===== src/kra_pkg.sv =====
// ----------------------------------------------------------------------------
// kra_pkg
// Shared types and field widths for the keyed record aggregator.
// ----------------------------------------------------------------------------
package kra_pkg;

    // field widths
    localparam int CODE_W   = 16;
    localparam int TIME_W   = 44;
    localparam int PCT_W    = 7;
    localparam int TEMP_W   = 19;
    localparam int COUNT_W  = 32;
    localparam int PSUM_W   = 39;
    localparam int TSUM_W   = 51;
    localparam int INDEX_W  = 6;

    // one input word as captured at accept
    typedef struct packed {
        logic [CODE_W-1:0] region_code;
        logic [TIME_W-1:0] timestamp_ms;
        logic [PCT_W-1:0]  humidity;
        logic              snow_flag;
        logic [PCT_W-1:0]  cloud_cover;
        logic              lightning_flag;
        logic [TEMP_W-1:0] temperature;
    } rec_t;

    // per-slot aggregate, stored as one wide memory word
    typedef struct packed {
        logic [COUNT_W-1:0] records;
        logic [PSUM_W-1:0]  hum_sum;
        logic [PSUM_W-1:0]  cloud_sum;
        logic [COUNT_W-1:0] snow_cnt;
        logic [COUNT_W-1:0] light_cnt;
        logic [TSUM_W-1:0]  temp_sum;
        logic [TEMP_W-1:0]  hi_temp;
        logic [TIME_W-1:0]  hi_time;
        logic [TEMP_W-1:0]  lo_temp;
        logic [TIME_W-1:0]  lo_time;
    } agg_t;

    // controller to datapath
    typedef struct packed {
        logic load;
        logic scan;
        logic update;
    } cmd_t;

    // datapath to controller
    typedef struct packed {
        logic match;
        logic done;
        logic out_free;
    } status_t;

endpackage


===== src/kra_ctrl.sv =====
// ----------------------------------------------------------------------------
// kra_ctrl
// Sequencer: accept a word, scan the code table, then update the slot.
// ----------------------------------------------------------------------------
module kra_ctrl
    import kra_pkg::*;
(
    input  logic    clk,
    input  logic    rst_n,
    input  logic    in_valid,
    output logic    in_ready,
    input  status_t st,
    output cmd_t    cmd
);

    typedef enum logic [2:0] {
        S_IDLE   = 3'b001,
        S_SCAN   = 3'b010,
        S_UPDATE = 3'b100
    } state_t;

    state_t state_reg, state_next;

    // state register
    always_ff @(posedge clk or negedge rst_n)
    begin
        if (!rst_n)
        begin
            state_reg <= S_IDLE;
        end
        else
        begin
            state_reg <= state_next;
        end
    end

    // next state and commands
    always_comb
    begin
        state_next = state_reg;
        cmd        = '0;
        in_ready   = 1'b0;
        unique case (state_reg)
            S_IDLE:
            begin
                in_ready = 1'b1;
                if (in_valid)
                begin
                    cmd.load   = 1'b1;
                    state_next = S_SCAN;
                end
            end
            S_SCAN:
            begin
                cmd.scan = 1'b1;
                if (st.match || st.done)
                begin
                    state_next = S_UPDATE;
                end
            end
            S_UPDATE:
            begin
                if (st.out_free)
                begin
                    cmd.update = 1'b1;
                    state_next = S_IDLE;
                end
            end
            default:
            begin
                state_next = S_IDLE;
            end
        endcase
    end

endmodule


===== config.mk =====
export PLATFORM = sky130hd
export DESIGN_NAME = kra_ctrl
export DESIGN_NICKNAME = d
export VERILOG_FILES = /design/src/kra_pkg.sv /design/src/kra_ctrl.sv
export SDC_FILE = /design/constraint.sdc
export NUM_CORES = 1
export LEC_CHECK = 0
export ABC_AREA = 0
export BUFFER_PORTS_ARGS = -buffer_cell sky130_fd_sc_hd__buf_2
export CAP_MARGIN = 25
export CORE_AREA = 2 2 39 41
export CTS_CLUSTER_SIZE = 30
export DETAILED_ROUTE_END_ITERATION = 7
export DIE_AREA = 0 0 41 43
export PLACE_DENSITY = 0.31
export SLEW_MARGIN = 10
export SYNTH_ARGS = -nofsm -noshare
export SYNTH_HDL_FRONTEND = slang
export SYNTH_SLANG_ARGS = --single-unit
export TNS_END_PERCENT = 5

===== constraint.sdc =====
create_clock -name clk -period 1.15 [get_ports clk]
set_input_delay 0.115 -clock clk [delete_from_list [all_inputs] [get_ports clk]]
set_output_delay 0.115 -clock clk [all_outputs]
set_load 0.005 [all_outputs]

==> metrics.txt <==
Max transition margin=~88%; Setup crit end kind=output pin; row cnt=14; Post-Route WL=around 460 um; Clock Pin Slew Worst Setup and Hold Paths=40 ps; final net count=39; die width=about 40 um; LEAKAGE=around 0.14 nW; drt drc=0; fmax=758 MHz; Die Y=between 40 and 50 um; cell count after synthesis=16; final setup margin=-169 ps; number of buffers created by CTS=3; Sink Count=3; final setup fails=5; final hold vios=0; CTS root buf=clkbuf_4; post-synthesis area per instance=10.6 sq um; most common cell after layout, fill and taps aside=buf_2; hpwl dp=between 300 and 400 um; Routed Antenna Nets=0; CP required=roughly 1000 ps; vias in the first global route=~170; routability cong.=~0.64; mapped cell area=170 sq um; Slew @ Worst Pin=180 ps; core area=~1400 sq um; area grow syn2layout=77.9%; DR vias/cell=3.73; share of post-route cells with drive strength above 1=around three fifths; Final TNS setup=-410 ps; fin util=between 20% and 30%; die area=about 1800 sq um; Worst Setup SP=state_reg[0]$_DFFE_PN1P_; Critical Path Start Type=register; max-cap violations=0; first-pass GRT wire length=between 600 and 700 um; hold path start=st[2]; Yosys warning count=0; Setup Skew=between 0.15 and 0.2 ps; CTS tree=done; Largest register FFs=3; Diodes inserted=0; Min-Delay Path Class=in2reg; VDD IR-drop max=about 0.00067 V; power per cell area=around 2300 nW/um^2; worst skew pair latency=roughly 230 ps; Final Cycle Share=115%; outcome=finished with violations; H-Tree Depth=1; CP max FO=3; initial drt markers=2; Synth Register Bits=3; Vias=between 150 and 200; Initial Util=12.3%; total gr overflow=0; fin crit period=between 1000 and 1500 ps; register area share after synthesis=~45%; IO Count=10; failing checks=setup timing; commonest cells after routing, fill and taps aside=buf_2, a21oi_1, clkbuf_4; Pre-antenna DRT Iters=2; Synth cell types=12; initial antenna violation count=0; largest net degree at the start of global routing=7; RSZ-0062 raised after global routing=true; Post-Syn Nets=22; CP arrival=roughly 1200 ps; WL/cell=9.56 um; Reg2Reg Launch Point=state_reg[0]$_DFFE_PN1P_; clk buf depth=2; Setup CP Type=reg2out; GRT Util Overall=~6%; Slew Viols, Final=0; port bufs=9
per-layer routing:
| layer | up-vias | global-route usage, % | wire [um] |
|---|---|---|---|
| li1 | 94 | - | - |
| met1 | 77 | 7.17 | 183 |
| met2 | 8 | 6.88 | 223 |
| met3 | 0 | 4.71 | 52 |
| met4 | 0 | 4.00 | 0 |
| met5 | - | 0 | 0 |
final cells by class:
class,count,area [sq um]
clock buffers,4,26.3
fillers,160,1080
multi-input cells,13,103
flip-flops and latches,3,77.6
well taps,16,20.0
repair buffers,12,76.3
where the power goes:
part	leakage [nW]	switching (mW)	total (mW)	internal, mW
registers	0.0358	0.0468	0.205	0.158
clock network	0.0150	0.0527	0.183	0.130
logic	0.0867	0.111	0.303	0.192
critical path, cell delays in order (launching register included):
cell and delay, ps:
dfstp_2 530, nor3b_4 190, and2_4 170, buf_6 90
cells by family after synthesis:
| logic type | count (synthesis) | share of synthesized area, % |
|---|---|---|
| AO/OA/AOI/OAI | 4 | 13.2 |
| flip-flops | 3 | 44.9 |
| AND/OR/NAND/NOR | 9 | 41.9 |
metrics by stage:
step | instances | instance area (sq um) | total power [mW] | worst slack [ps] | hold slack [ps]
finish | 48 | 303 | 0.690 | -169 | 184
global route | 48 | 303 | 0.755 | -219 | 186
CTS | 48 | 287 | 0.643 | -183 | 178
detailed placement | 41 | 235 | 0.408 | -14.3 | -86.9
global placement | 41 | 235 | 0.402 | 10.8 | -90.5
floorplan | 16 | 170 | 0.319 | 88.3 | -181
path summary, 6_finish.rpt:
check	end	slack, ps	depth (start not counted)
max	cmd[2]	-170	3
min	state_reg[1]$_DFFE_PN0P_	180	3
max reg2reg	state_reg[1]$_DFFE_PN0P_	-130	3
min reg2reg	state_reg[1]$_DFFE_PN0P_	550	1
max in group asynchronous	state_reg[0]$_DFFE_PN1P_	750	2
min in group asynchronous	state_reg[1]$_DFFE_PN0P_	200	2
Yosys cell counts:
| cell | n | area share, % |
|---|---|---|
| a21oi_1 | 3 | 8.8 |
| and2_1 | 1 | 3.7 |
| and4bb_2 | 1 | 7.4 |
| dfrtp_1 | 2 | 29 |
| dfstp_2 | 1 | 15 |
| nand2b_1 | 1 | 3.7 |
| nand3b_1 | 1 | 4.4 |
| nor2_1 | 2 | 4.4 |
| nor3b_2 | 1 | 7.4 |
| o21bai_1 | 1 | 4.4 |
| or3b_1 | 1 | 5.1 |
| or4b_1 | 1 | 5.9 |
what timing repair did:
action | CTS | global route
hold buffers | 1 | 0
gates resized for setup | 0 | 4
pin swaps | 1 | 1
setup endpoints to repair | 5 | 6
hold endpoints to repair | 3 | 0
setup buffers | 2 | 0
No activity file was read; power rests on OpenSTA's default activity.
